### src/hdl/stt_pkg.sv
package stt_pkg;

    typedef enum logic [2:0] {
        MODE_IDLE,
        MODE_MINUS,
        MODE_DIGITS,
        MODE_WORD,
        MODE_CR,
        MODE_DEAD
    } t_mode;

    typedef enum logic [2:0] {
        KIND_INT,
        KIND_INC,
        KIND_IOATA,
        KIND_NAME,
        KIND_NL,
        KIND_END,
        KIND_ERR
    } t_kind;

    typedef enum logic [1:0] {
        ERR_NONE,
        ERR_ILLEGAL,
        ERR_MALFORMED
    } t_err;

    localparam logic [7:0] CH_CR    = 8'h0D;
    localparam logic [7:0] CH_LF    = 8'h0A;
    localparam logic [7:0] CH_TAB   = 8'h09;
    localparam logic [7:0] CH_SPACE = 8'h20;
    localparam logic [7:0] CH_MINUS = 8'h2D;
    localparam logic [7:0] CH_UNDER = 8'h5F;
    localparam logic [7:0] CH_ZERO  = 8'h30;

    // keyword spellings
    localparam logic [7:0] KW_INC   [3] = '{8'h69, 8'h6E, 8'h63};
    localparam logic [7:0] KW_IOATA [5] = '{8'h69, 8'h6F, 8'h61, 8'h74, 8'h61};

    localparam logic [67:0] MAG_CAP = 68'h0_8000_0000_0000_0000;

    localparam int QUEUE_DEPTH = 4;
    localparam int QUEUE_AW    = $clog2(QUEUE_DEPTH);

    typedef struct packed {
        logic [7:0] text_byte;
        logic       end_of_source;
    } t_in_word;

    typedef struct packed {
        t_kind              token_kind;
        t_err               error_code;
        logic [31:0]        start_offset;
        logic [31:0]        start_line;
        logic [31:0]        start_column;
        logic [15:0]        token_length;
        logic               preceded_by_space;
        logic signed [63:0] integer_value;
        logic               value_out_of_range;
        logic               run_last;
    } t_out_word;

    typedef struct packed {
        logic [1:0] count;
        t_out_word  first;
        t_out_word  second;
    } t_lex_res;

    function automatic logic is_digit(logic [7:0] c);
        return (c >= 8'h30) && (c <= 8'h39);
    endfunction

    function automatic logic is_alpha(logic [7:0] c);
        return ((c >= 8'h61) && (c <= 8'h7A)) || ((c >= 8'h41) && (c <= 8'h5A));
    endfunction

    function automatic logic is_word(logic [7:0] c);
        return is_alpha(c) || is_digit(c) || (c == CH_UNDER);
    endfunction

    // narrow keyword candidates by one more byte at position n
    function automatic logic [1:0] kw_step(logic [1:0] kw, logic n_small, logic [2:0] n,
                                           logic [7:0] c);
        logic [1:0] r;
        r = kw;
        if (!n_small || n > 3'd2 || KW_INC[n[1:0]] != c)
            r[0] = 1'b0;
        if (!n_small || n > 3'd4 || KW_IOATA[n] != c)
            r[1] = 1'b0;
        return r;
    endfunction

    function automatic t_out_word make_result(t_kind kind, t_err err, logic [31:0] off,
                                              logic [31:0] line, logic [31:0] col,
                                              logic [15:0] len, logic sp,
                                              logic [63:0] val, logic oor);
        t_out_word r;
        r.token_kind         = kind;
        r.error_code         = err;
        r.start_offset       = off;
        r.start_line         = line;
        r.start_column       = col;
        r.token_length       = len;
        r.preceded_by_space  = sp;
        r.integer_value      = val;
        r.value_out_of_range = oor;
        r.run_last           = 1'b0;
        return r;
    endfunction

endpackage

### src/hdl/stt_lexer.sv
module stt_lexer #(
    parameter int POSITION_WIDTH = 32,
    parameter int LENGTH_WIDTH   = 16
) (
    input  logic             i_clk,
    input  logic             i_rst_n,
    input  logic             i_accept,
    input  stt_pkg::t_in_word i_word,
    output stt_pkg::t_lex_res o_res
);

    localparam int PW = POSITION_WIDTH;
    localparam int LW = LENGTH_WIDTH;
    localparam logic [PW-1:0] POS_ONE = PW'(1);

    stt_pkg::t_mode r_mode, n_mode;
    logic [PW-1:0]  r_cur_off, n_cur_off, r_cur_line, n_cur_line, r_cur_col, n_cur_col;
    logic           r_space, n_space;
    logic [PW-1:0]  r_tok_off, n_tok_off, r_tok_line, n_tok_line, r_tok_col, n_tok_col;
    logic           r_tok_sp, n_tok_sp;
    logic [LW-1:0]  r_cnt, n_cnt;
    logic [63:0]    r_acc, n_acc;
    logic           r_ovf, n_ovf;
    logic           r_neg, n_neg;
    logic [1:0]     r_kw, n_kw;

    function automatic logic [PW-1:0] sat_inc(logic [PW-1:0] v);
        return (v == '1) ? v : v + POS_ONE;
    endfunction

    function automatic logic [31:0] pos32(logic [PW-1:0] v);
        logic [63:0] w;
        w = 64'(v);
        return w[31:0];
    endfunction

    function automatic logic [15:0] len16(logic [LW-1:0] v);
        logic [31:0] w;
        w = 32'(v);
        return w[15:0];
    endfunction

    always_comb begin : next_state
        stt_pkg::t_out_word slot [2];
        logic [1:0]  k;
        logic        do_idle;
        logic [7:0]  c;
        logic [3:0]  d;
        logic [67:0] prod;
        logic        prod_big;
        logic        oor;
        logic [63:0] val;
        stt_pkg::t_kind kind;

        n_mode     = r_mode;
        n_cur_off  = r_cur_off;
        n_cur_line = r_cur_line;
        n_cur_col  = r_cur_col;
        n_space    = r_space;
        n_tok_off  = r_tok_off;
        n_tok_line = r_tok_line;
        n_tok_col  = r_tok_col;
        n_tok_sp   = r_tok_sp;
        n_cnt      = r_cnt;
        n_acc      = r_acc;
        n_ovf      = r_ovf;
        n_neg      = r_neg;
        n_kw       = r_kw;
        slot[0]    = '0;
        slot[1]    = '0;
        k          = 2'd0;
        do_idle    = 1'b0;
        oor        = 1'b0;
        val        = '0;
        kind       = stt_pkg::KIND_NAME;

        c        = i_word.text_byte;
        d        = 4'(c - stt_pkg::CH_ZERO);
        // acc * 10 + d
        prod     = ({4'b0, r_acc} << 3) + ({4'b0, r_acc} << 1) + 68'(d);
        prod_big = prod > stt_pkg::MAG_CAP;

        // pending integer or name, as it stands before this byte
        if (r_mode == stt_pkg::MODE_DIGITS) begin
            kind = stt_pkg::KIND_INT;
            oor  = r_ovf || (!r_neg && r_acc == stt_pkg::MAG_CAP[63:0]);
            if (!oor)
                val = r_neg ? (64'd0 - r_acc) : r_acc;
        end else if (r_kw[0] && r_cnt == LW'(3)) begin
            kind = stt_pkg::KIND_INC;
        end else if (r_kw[1] && r_cnt == LW'(5)) begin
            kind = stt_pkg::KIND_IOATA;
        end

        if (i_word.end_of_source) begin
            case (r_mode)
                stt_pkg::MODE_MINUS: begin
                    slot[0] = stt_pkg::make_result(stt_pkg::KIND_ERR, stt_pkg::ERR_MALFORMED,
                        pos32(r_tok_off), pos32(r_tok_line), pos32(r_tok_col), 16'd0, 1'b0,
                        64'd0, 1'b0);
                    k = 2'd1;
                end
                stt_pkg::MODE_CR: begin
                    slot[0] = stt_pkg::make_result(stt_pkg::KIND_ERR, stt_pkg::ERR_ILLEGAL,
                        pos32(r_tok_off), pos32(r_tok_line), pos32(r_tok_col), 16'd0, 1'b0,
                        64'd0, 1'b0);
                    k = 2'd1;
                end
                stt_pkg::MODE_DEAD: begin
                    k = 2'd0;
                end
                stt_pkg::MODE_DIGITS, stt_pkg::MODE_WORD: begin
                    // token then end; space flag is cleared by the token
                    slot[0] = stt_pkg::make_result(kind, stt_pkg::ERR_NONE, pos32(r_tok_off),
                        pos32(r_tok_line), pos32(r_tok_col), len16(r_cnt), r_tok_sp, val, oor);
                    slot[1] = stt_pkg::make_result(stt_pkg::KIND_END, stt_pkg::ERR_NONE,
                        pos32(r_cur_off), pos32(r_cur_line), pos32(r_cur_col), 16'd0, 1'b0,
                        64'd0, 1'b0);
                    k = 2'd2;
                end
                default: begin
                    slot[0] = stt_pkg::make_result(stt_pkg::KIND_END, stt_pkg::ERR_NONE,
                        pos32(r_cur_off), pos32(r_cur_line), pos32(r_cur_col), 16'd0, r_space,
                        64'd0, 1'b0);
                    k = 2'd1;
                end
            endcase
            n_mode     = stt_pkg::MODE_IDLE;
            n_cur_off  = '0;
            n_cur_line = POS_ONE;
            n_cur_col  = POS_ONE;
            n_space    = 1'b1;
            n_tok_off  = '0;
            n_tok_line = POS_ONE;
            n_tok_col  = POS_ONE;
            n_tok_sp   = 1'b0;
            n_cnt      = '0;
            n_acc      = '0;
            n_ovf      = 1'b0;
            n_neg      = 1'b0;
            n_kw       = 2'b11;
        end else begin
            case (r_mode)
                stt_pkg::MODE_DEAD: begin
                    k = 2'd0;
                end
                stt_pkg::MODE_CR: begin
                    if (c == stt_pkg::CH_LF) begin
                        slot[0] = stt_pkg::make_result(stt_pkg::KIND_NL, stt_pkg::ERR_NONE,
                            pos32(r_tok_off), pos32(r_tok_line), pos32(r_tok_col), 16'd2,
                            r_tok_sp, 64'd0, 1'b0);
                        k          = 2'd1;
                        n_cur_off  = sat_inc(r_cur_off);
                        n_cur_line = sat_inc(r_cur_line);
                        n_cur_col  = POS_ONE;
                        n_space    = 1'b1;
                        n_mode     = stt_pkg::MODE_IDLE;
                    end else begin
                        slot[0] = stt_pkg::make_result(stt_pkg::KIND_ERR, stt_pkg::ERR_ILLEGAL,
                            pos32(r_tok_off), pos32(r_tok_line), pos32(r_tok_col), 16'd0, 1'b0,
                            64'd0, 1'b0);
                        k      = 2'd1;
                        n_mode = stt_pkg::MODE_DEAD;
                    end
                end
                stt_pkg::MODE_MINUS, stt_pkg::MODE_DIGITS: begin
                    if (stt_pkg::is_digit(c)) begin
                        if (!r_ovf) begin
                            if (prod_big)
                                n_ovf = 1'b1;
                            else
                                n_acc = prod[63:0];
                        end
                        n_cnt     = (r_cnt == '1) ? r_cnt : r_cnt + LW'(1);
                        n_cur_off = sat_inc(r_cur_off);
                        n_cur_col = sat_inc(r_cur_col);
                        n_mode    = stt_pkg::MODE_DIGITS;
                    end else if (r_mode == stt_pkg::MODE_MINUS || stt_pkg::is_word(c)) begin
                        slot[0] = stt_pkg::make_result(stt_pkg::KIND_ERR, stt_pkg::ERR_MALFORMED,
                            pos32(r_tok_off), pos32(r_tok_line), pos32(r_tok_col), 16'd0, 1'b0,
                            64'd0, 1'b0);
                        k      = 2'd1;
                        n_mode = stt_pkg::MODE_DEAD;
                    end else begin
                        slot[0] = stt_pkg::make_result(kind, stt_pkg::ERR_NONE,
                            pos32(r_tok_off), pos32(r_tok_line), pos32(r_tok_col),
                            len16(r_cnt), r_tok_sp, val, oor);
                        k       = 2'd1;
                        n_space = 1'b0;
                        n_mode  = stt_pkg::MODE_IDLE;
                        do_idle = 1'b1;
                    end
                end
                stt_pkg::MODE_WORD: begin
                    if (stt_pkg::is_word(c)) begin
                        n_kw      = stt_pkg::kw_step(r_kw, r_cnt < LW'(8), r_cnt[2:0], c);
                        n_cnt     = (r_cnt == '1) ? r_cnt : r_cnt + LW'(1);
                        n_cur_off = sat_inc(r_cur_off);
                        n_cur_col = sat_inc(r_cur_col);
                    end else begin
                        slot[0] = stt_pkg::make_result(kind, stt_pkg::ERR_NONE,
                            pos32(r_tok_off), pos32(r_tok_line), pos32(r_tok_col),
                            len16(r_cnt), r_tok_sp, val, oor);
                        k       = 2'd1;
                        n_space = 1'b0;
                        n_mode  = stt_pkg::MODE_IDLE;
                        do_idle = 1'b1;
                    end
                end
                default: begin
                    do_idle = 1'b1;
                end
            endcase

            // byte seen between tokens (possibly right after a token closed)
            if (do_idle) begin
                if (c == stt_pkg::CH_CR || c == stt_pkg::CH_MINUS || stt_pkg::is_digit(c)
                        || stt_pkg::is_alpha(c)) begin
                    n_tok_off  = n_cur_off;
                    n_tok_line = n_cur_line;
                    n_tok_col  = n_cur_col;
                    n_tok_sp   = n_space;
                    n_cnt      = '0;
                    n_acc      = '0;
                    n_ovf      = 1'b0;
                    n_neg      = 1'b0;
                    n_kw       = 2'b11;
                end
                if (c == stt_pkg::CH_SPACE || c == stt_pkg::CH_TAB) begin
                    n_cur_off = sat_inc(n_cur_off);
                    n_cur_col = sat_inc(n_cur_col);
                    n_space   = 1'b1;
                end else if (c == stt_pkg::CH_LF) begin
                    slot[k[0]] = stt_pkg::make_result(stt_pkg::KIND_NL, stt_pkg::ERR_NONE,
                        pos32(n_cur_off), pos32(n_cur_line), pos32(n_cur_col), 16'd1, n_space,
                        64'd0, 1'b0);
                    k          = k + 2'd1;
                    n_cur_off  = sat_inc(n_cur_off);
                    n_cur_line = sat_inc(n_cur_line);
                    n_cur_col  = POS_ONE;
                    n_space    = 1'b1;
                end else if (c == stt_pkg::CH_CR) begin
                    n_cur_off = sat_inc(n_cur_off);
                    n_cur_col = sat_inc(n_cur_col);
                    n_mode    = stt_pkg::MODE_CR;
                end else if (c == stt_pkg::CH_MINUS) begin
                    n_neg     = 1'b1;
                    n_cnt     = LW'(1);
                    n_cur_off = sat_inc(n_cur_off);
                    n_cur_col = sat_inc(n_cur_col);
                    n_mode    = stt_pkg::MODE_MINUS;
                end else if (stt_pkg::is_digit(c)) begin
                    n_acc     = 64'(d);
                    n_cnt     = LW'(1);
                    n_cur_off = sat_inc(n_cur_off);
                    n_cur_col = sat_inc(n_cur_col);
                    n_mode    = stt_pkg::MODE_DIGITS;
                end else if (stt_pkg::is_alpha(c)) begin
                    n_kw      = stt_pkg::kw_step(2'b11, 1'b1, 3'd0, c);
                    n_cnt     = LW'(1);
                    n_cur_off = sat_inc(n_cur_off);
                    n_cur_col = sat_inc(n_cur_col);
                    n_mode    = stt_pkg::MODE_WORD;
                end else begin
                    slot[k[0]] = stt_pkg::make_result(stt_pkg::KIND_ERR, stt_pkg::ERR_ILLEGAL,
                        pos32(n_cur_off), pos32(n_cur_line), pos32(n_cur_col), 16'd0, 1'b0,
                        64'd0, 1'b0);
                    k      = k + 2'd1;
                    n_mode = stt_pkg::MODE_DEAD;
                end
            end
        end

        if (k == 2'd1)
            slot[0].run_last = 1'b1;
        else if (k == 2'd2)
            slot[1].run_last = 1'b1;

        o_res.count  = k;
        o_res.first  = slot[0];
        o_res.second = slot[1];
    end

    always_ff @(posedge i_clk) begin
        if (!i_rst_n) begin
            r_mode     <= stt_pkg::MODE_IDLE;
            r_cur_off  <= '0;
            r_cur_line <= POS_ONE;
            r_cur_col  <= POS_ONE;
            r_space    <= 1'b1;
            r_tok_off  <= '0;
            r_tok_line <= POS_ONE;
            r_tok_col  <= POS_ONE;
            r_tok_sp   <= 1'b0;
            r_cnt      <= '0;
            r_acc      <= '0;
            r_ovf      <= 1'b0;
            r_neg      <= 1'b0;
            r_kw       <= 2'b11;
        end else if (i_accept) begin
            r_mode     <= n_mode;
            r_cur_off  <= n_cur_off;
            r_cur_line <= n_cur_line;
            r_cur_col  <= n_cur_col;
            r_space    <= n_space;
            r_tok_off  <= n_tok_off;
            r_tok_line <= n_tok_line;
            r_tok_col  <= n_tok_col;
            r_tok_sp   <= n_tok_sp;
            r_cnt      <= n_cnt;
            r_acc      <= n_acc;
            r_ovf      <= n_ovf;
            r_neg      <= n_neg;
            r_kw       <= n_kw;
        end
    end

endmodule

### src/hdl/stt_result_queue.sv
module stt_result_queue (
    input  logic               i_clk,
    input  logic               i_rst_n,
    input  logic               i_push,
    input  stt_pkg::t_lex_res  i_res,
    output logic               o_full,
    output logic               o_out_valid,
    input  logic               i_out_stall,
    output stt_pkg::t_out_word o_out_word
);

    localparam int AW = stt_pkg::QUEUE_AW;
    localparam int CW = AW + 1;

    stt_pkg::t_out_word r_mem [stt_pkg::QUEUE_DEPTH];
    logic [AW-1:0] r_wr, n_wr, r_rd, n_rd;
    logic [CW-1:0] r_count, n_count;
    logic [1:0]    push_n;
    logic          pop;

    assign push_n      = i_push ? i_res.count : 2'd0;
    assign pop         = o_out_valid && !i_out_stall;
    assign o_out_valid = (r_count != '0);
    assign o_out_word  = r_mem[r_rd];
    // room for the worst case of two results per word
    assign o_full      = (r_count > CW'(stt_pkg::QUEUE_DEPTH - 2));

    always_comb begin
        n_wr    = r_wr + AW'(push_n);
        n_rd    = pop ? r_rd + AW'(1) : r_rd;
        n_count = r_count + CW'(push_n) - CW'(pop);
    end

    always_ff @(posedge i_clk) begin
        if (push_n != 2'd0)
            r_mem[r_wr] <= i_res.first;
        if (push_n == 2'd2)
            r_mem[r_wr + AW'(1)] <= i_res.second;
    end

    always_ff @(posedge i_clk) begin
        if (!i_rst_n) begin
            r_wr    <= '0;
            r_rd    <= '0;
            r_count <= '0;
        end else begin
            r_wr    <= n_wr;
            r_rd    <= n_rd;
            r_count <= n_count;
        end
    end

endmodule

### src/hdl/source_text_tokenizer.sv
// Source text tokenizer.
// Input channel: one word per source byte (text_byte), or a closing word with
// end_of_source set that flushes any open token and yields the end token,
// unless a lone minus or CR is open or an error came before. Output channel:
// token and error results; run_last marks the last result caused by an input
// word (an input word causes zero, one or two).
// Throughput: one input word per cycle while o_in_stall is low; the scanner
// works out all results of a byte combinationally, including the
// multiply-by-ten step of the integer accumulator.
// The scanner feeds a four-entry result queue that offers results on
// o_out_valid. Input is stalled while more than two entries are held, so a
// stalled receiver backs up into o_in_stall and no result is dropped.
// Two results of one word drain at one per cycle while i_out_stall is low.
// Reset (i_rst_n low at a clock edge) empties the queue and puts the scanner
// between tokens at offset 0, line 1, column 1. After an end-of-source word
// the scanner returns to the same state, ready for the next source.
module source_text_tokenizer #(
    parameter int POSITION_WIDTH = 32,
    parameter int LENGTH_WIDTH   = 16
) (
    input  logic               i_clk,
    input  logic               i_rst_n,
    input  logic               i_in_valid,
    output logic               o_in_stall,
    input  stt_pkg::t_in_word  i_in_word,
    output logic               o_out_valid,
    input  logic               i_out_stall,
    output stt_pkg::t_out_word o_out_word
);

    logic              accept;
    stt_pkg::t_lex_res lex_res;

    assign accept = i_in_valid && !o_in_stall;

    stt_lexer #(
        .POSITION_WIDTH (POSITION_WIDTH),
        .LENGTH_WIDTH   (LENGTH_WIDTH)
    ) u_lexer (
        .i_clk    (i_clk),
        .i_rst_n  (i_rst_n),
        .i_accept (accept),
        .i_word   (i_in_word),
        .o_res    (lex_res)
    );

    stt_result_queue u_queue (
        .i_clk       (i_clk),
        .i_rst_n     (i_rst_n),
        .i_push      (accept),
        .i_res       (lex_res),
        .o_full      (o_in_stall),
        .o_out_valid (o_out_valid),
        .i_out_stall (i_out_stall),
        .o_out_word  (o_out_word)
    );

endmodule

### config.mk
export PLATFORM = sky130hd
export DESIGN_NAME = source_text_tokenizer
export DESIGN_NICKNAME = d
export VERILOG_FILES = /design/src/hdl/stt_pkg.sv /design/src/hdl/stt_lexer.sv /design/src/hdl/stt_result_queue.sv /design/src/hdl/source_text_tokenizer.sv
export SDC_FILE = /design/constraint.sdc
export NUM_CORES = 2
export LEC_CHECK = 0
export BUFFER_PORTS_ARGS = -buffer_cell sky130_fd_sc_hd__buf_2
export CAP_MARGIN = 20
export CORE_MARGIN = 2
export CORE_UTILIZATION = 50
export DETAILED_ROUTE_END_ITERATION = 10
export HOLD_SLACK_MARGIN = 0.1
export PLACE_DENSITY = 0.65
export SLEW_MARGIN = 10
export SYNTH_ARGS = -nofsm -noshare
export SYNTH_HDL_FRONTEND = slang
export SYNTH_SLANG_ARGS = --single-unit
### constraint.sdc
create_clock -name i_clk -period 20.6 [get_ports i_clk]
set_clock_uncertainty 0.2 [all_clocks]
set_input_delay 5.15 -clock i_clk [delete_from_list [all_inputs] [get_ports i_clk]]
set_output_delay 5.15 -clock i_clk [all_outputs]
set_load 0.01 [all_outputs]
==> reports/metrics.cfg <==
[hold_path]
holdCritPathClass=reg -> reg
hold_depth=2

[synthesis]
yosysUniqueCellTypes=109
syn_area_um2=57600
ys_seq_area_frac=0.484
syn_nets=5554
synth-seq-cells=1026
ys_async_sr_fraction=0
synth.avg_cell_area_um2=10.7
post-synth-top-count-cell=edfxtp_1
ys_warn_count=0
yosys.area.top_type_share=0.383
synthTopCellsByCount=edfxtp_1 (736), nor2_1 (641), nand2_1 (460)
synth_area_leader_cell=edfxtp_1
ys.flop_type=edfxtp_1
synth_edf_count=736
synth_cells=5394
synth_area_leaders=edfxtp_1 (38%), dfxtp_1 (10%), mux4_2 (7.2%)

[finish]
fillers=9869
layout-drive-gt1-share=0.128
postLayoutCellArea_um2=63300
synthToLayoutAreaGrowth_pct=9.88
layout.nets=5520
utilization=0.554

[sta]
worst_pin_slew_ns=1.21
max_freq_ghz=0.0881
setup_tns_ns=0
period_needed_ns=11.35
finalSetupViolations=0
slew_headroom=0.196
whs_ns=0.245
rsz0062_at_grt=no
post-route-period-util=0.551
finalMaxSlewViolations=0
hold_viol_final=0

[grt]
antenna_found_initial=12
grt-ovfl-total=0
grt_pass1_wl_um=264000
grt_usage=0.286
grt_pass1_vias=44200
grt_max_degree=140

[power_and_ir_drop]
power_switching_mw=1.72
ir_worst_vdd_mv=0.0956
power_density_nw_per_um2=91.2
p_int_mw=4.06
swShare=0.298
pwr-share-clk=0.345
finalPower_mw=5.78
share_comb_of_total_power=0.221
seqPwrFrac=0.434
power_leakage_nw=24.8

[status]
status=completed

[floorplanning]
die_h_um=344
io-pin-count=199
core_um2=114000
die_area_um2=118000
start_util=0.504
fp.dieW_um=344
rows=124

[place]
place_hpwl_um=110000
gp_congestion=0.936
place_area_um2=59700
portBuffers=198

[clock_network]
root_buffer=clkbuf_16
post-cts-setup-buffers=0
cts_buffers=109
ctsHtreeMaxLevel=3
post_cts_resized=0
hold_buffers=0
clk_pin_slew_ns=0.06
clock-sinks=1026
worstSkewPairLatency_ns=0.71
cts.path.max_buffers=3
cts_tree=done

[critical_path]
arrival_ns=11.47
reg2regPathDepth=13
critPathTopFamily=simple AND/OR/NAND/NOR gates
cp-end-kind=flip-flop
path_cells=buf_2 > o21ai_0 > nand4_1 > nand3_1 > o22ai_1 > nor2_1 > inv_2 > ha_1 > nand4_1 > a31oi_2 > and2_1 > nand3_4 > o31ai_4 > buf_4 > buf_4
worstSetupPathType=in -> reg
required_ns=20.72
cp_slowest_cell=buf_4
crit_cells=15
critPathMaxFanout=62
critPathMaxStageDelay_ns=0.84
crit_buf_inv=4
startpoint_type=primary input

[detailed_routing]
wirelength_um=172000
via_count=45200
final_antenna_net_count=0
drt_iter0_drc=4789
routedWlPerCell_um=24.6
viasPerCell=6.48
drt_drc_violations_left=0
drtPass1Iterations=9

[job]
maxCapViolCount=0

## final cells by class
cell class	instances	area, um2	share of cell area
clock buffers	159	3090	0.0487
repair buffers	276	1630	0.0258
flip-flops and latches	1026	27900	0.441
multi-input cells	3887	28100	0.443
inverters	60	225	0.00356
diodes	6	15.0	0.000237
well taps	1512	1890	0.0299
clock inverters	47	499	0.00788
## per-stage QoR
stage / std cells / setup slack (ns)
2_1_floorplan: 5394 / 4.07
3_3_place_gp: 6760 / 8.67
3_5_place_dp: 6760 / 8.59
4_1_cts: 6966 / 9.31
5_1_grt: 6971 / 8.74
6_report: 6973 / 9.25
## layout by cell type (no fill, tap or decap), types with 74 or more instances in the layout
| cell | count |
|---|---|
| buf_4 | 74 |
| xor2_1 | 77 |
| nor2_1 | 636 |
| nand3_1 | 103 |
| edfxtp_1 | 736 |
| nand4_1 | 75 |
| clkbuf_16 | 110 |
| o21ai_0 | 254 |
| nor3_1 | 85 |
| ha_1 | 144 |
| a22oi_1 | 95 |
| a22o_1 | 114 |
| dfxtp_1 | 287 |
| buf_2 | 198 |
| xnor2_1 | 155 |
| mux4_2 | 184 |
| mux2i_1 | 258 |
| nand2_1 | 459 |
| a21oi_1 | 289 |
## power groups by stage
| stage | registers, mW | logic, mW | clock network, mW |
|---|---|---|---|
| final | 2.51 | 1.28 | 1.99 |
| after global routing | 2.52 | 1.36 | 2.09 |
| after CTS | 2.51 | 1.29 | 2.01 |
| after detailed placement | 2.55 | 1.28 | 0 |
| after global placement | 2.55 | 1.28 | 0 |
| after floorplan | 2.57 | 0.795 | 0 |
## registers in the layout, indices dropped and copies added, names as in the netlist, named ones only
signal and flops:
u_lexer.r_acc 64, u_lexer.r_cnt 16, u_lexer.r_cur_col 32, u_lexer.r_cur_line 32, u_lexer.r_cur_off 32, u_lexer.r_kw 2
u_lexer.r_mode 3, u_lexer.r_neg 1, u_lexer.r_ovf 1, u_lexer.r_space 1, u_lexer.r_tok_col 32, u_lexer.r_tok_line 32
u_lexer.r_tok_off 32, u_lexer.r_tok_sp 1, u_queue.r_count 3, u_queue.r_mem 736, u_queue.r_rd 2, u_queue.r_wr 2
## worst register-to-register path: cells and delay by family (launching register included)
kind | cells | cell delay (ns)
buffers and inverters | 3 | 1.87
DFF | 1 | 0.74
adders and majority gates | 1 | 0.19
and+or+nand+nor | 6 | 2.41
AOI/OAI and AO/OA | 3 | 1.38
## path summary, 6_finish.rpt
kind | from | endpoint | slack, ns
min | u_lexer.r_kw[0] | u_lexer.r_kw[0] | 0.24
min reg2reg | u_lexer.r_kw[0] | u_lexer.r_kw[0] | 0.24
max reg2reg | u_lexer.r_mode[0] | u_queue.r_mem[0][16] | 13.37
max | i_in_word[4] | u_queue.r_mem[0][16] | 9.25
## per-layer routing
metal  vias up  track usage  routed length [um]
li1      20600            -                   -
met1     22600        0.381               71100
met2      1686        0.482               84200
met3       310       0.0369               10900
met4         6       0.0999                5610
met5         -            0                  44
## cell families (layout without fill, tap and decap cells)
group | after synthesis | in the layout | synth area share
AO/OA/AOI/OAI | 1338 | 1338 | 0.158
adder cells (fa/ha/maj) | 147 | 147 | 0.0323
buffers and inverters | 481 | 542 | 0.0322
AND/OR/NAND/NOR | 1721 | 1721 | 0.140
other | 0 | 6 | 0
XOR/XNOR | 232 | 232 | 0.0352
flip-flops | 1026 | 1026 | 0.484
multiplexers | 449 | 449 | 0.118
No activity file was read; power rests on OpenSTA's default activity.
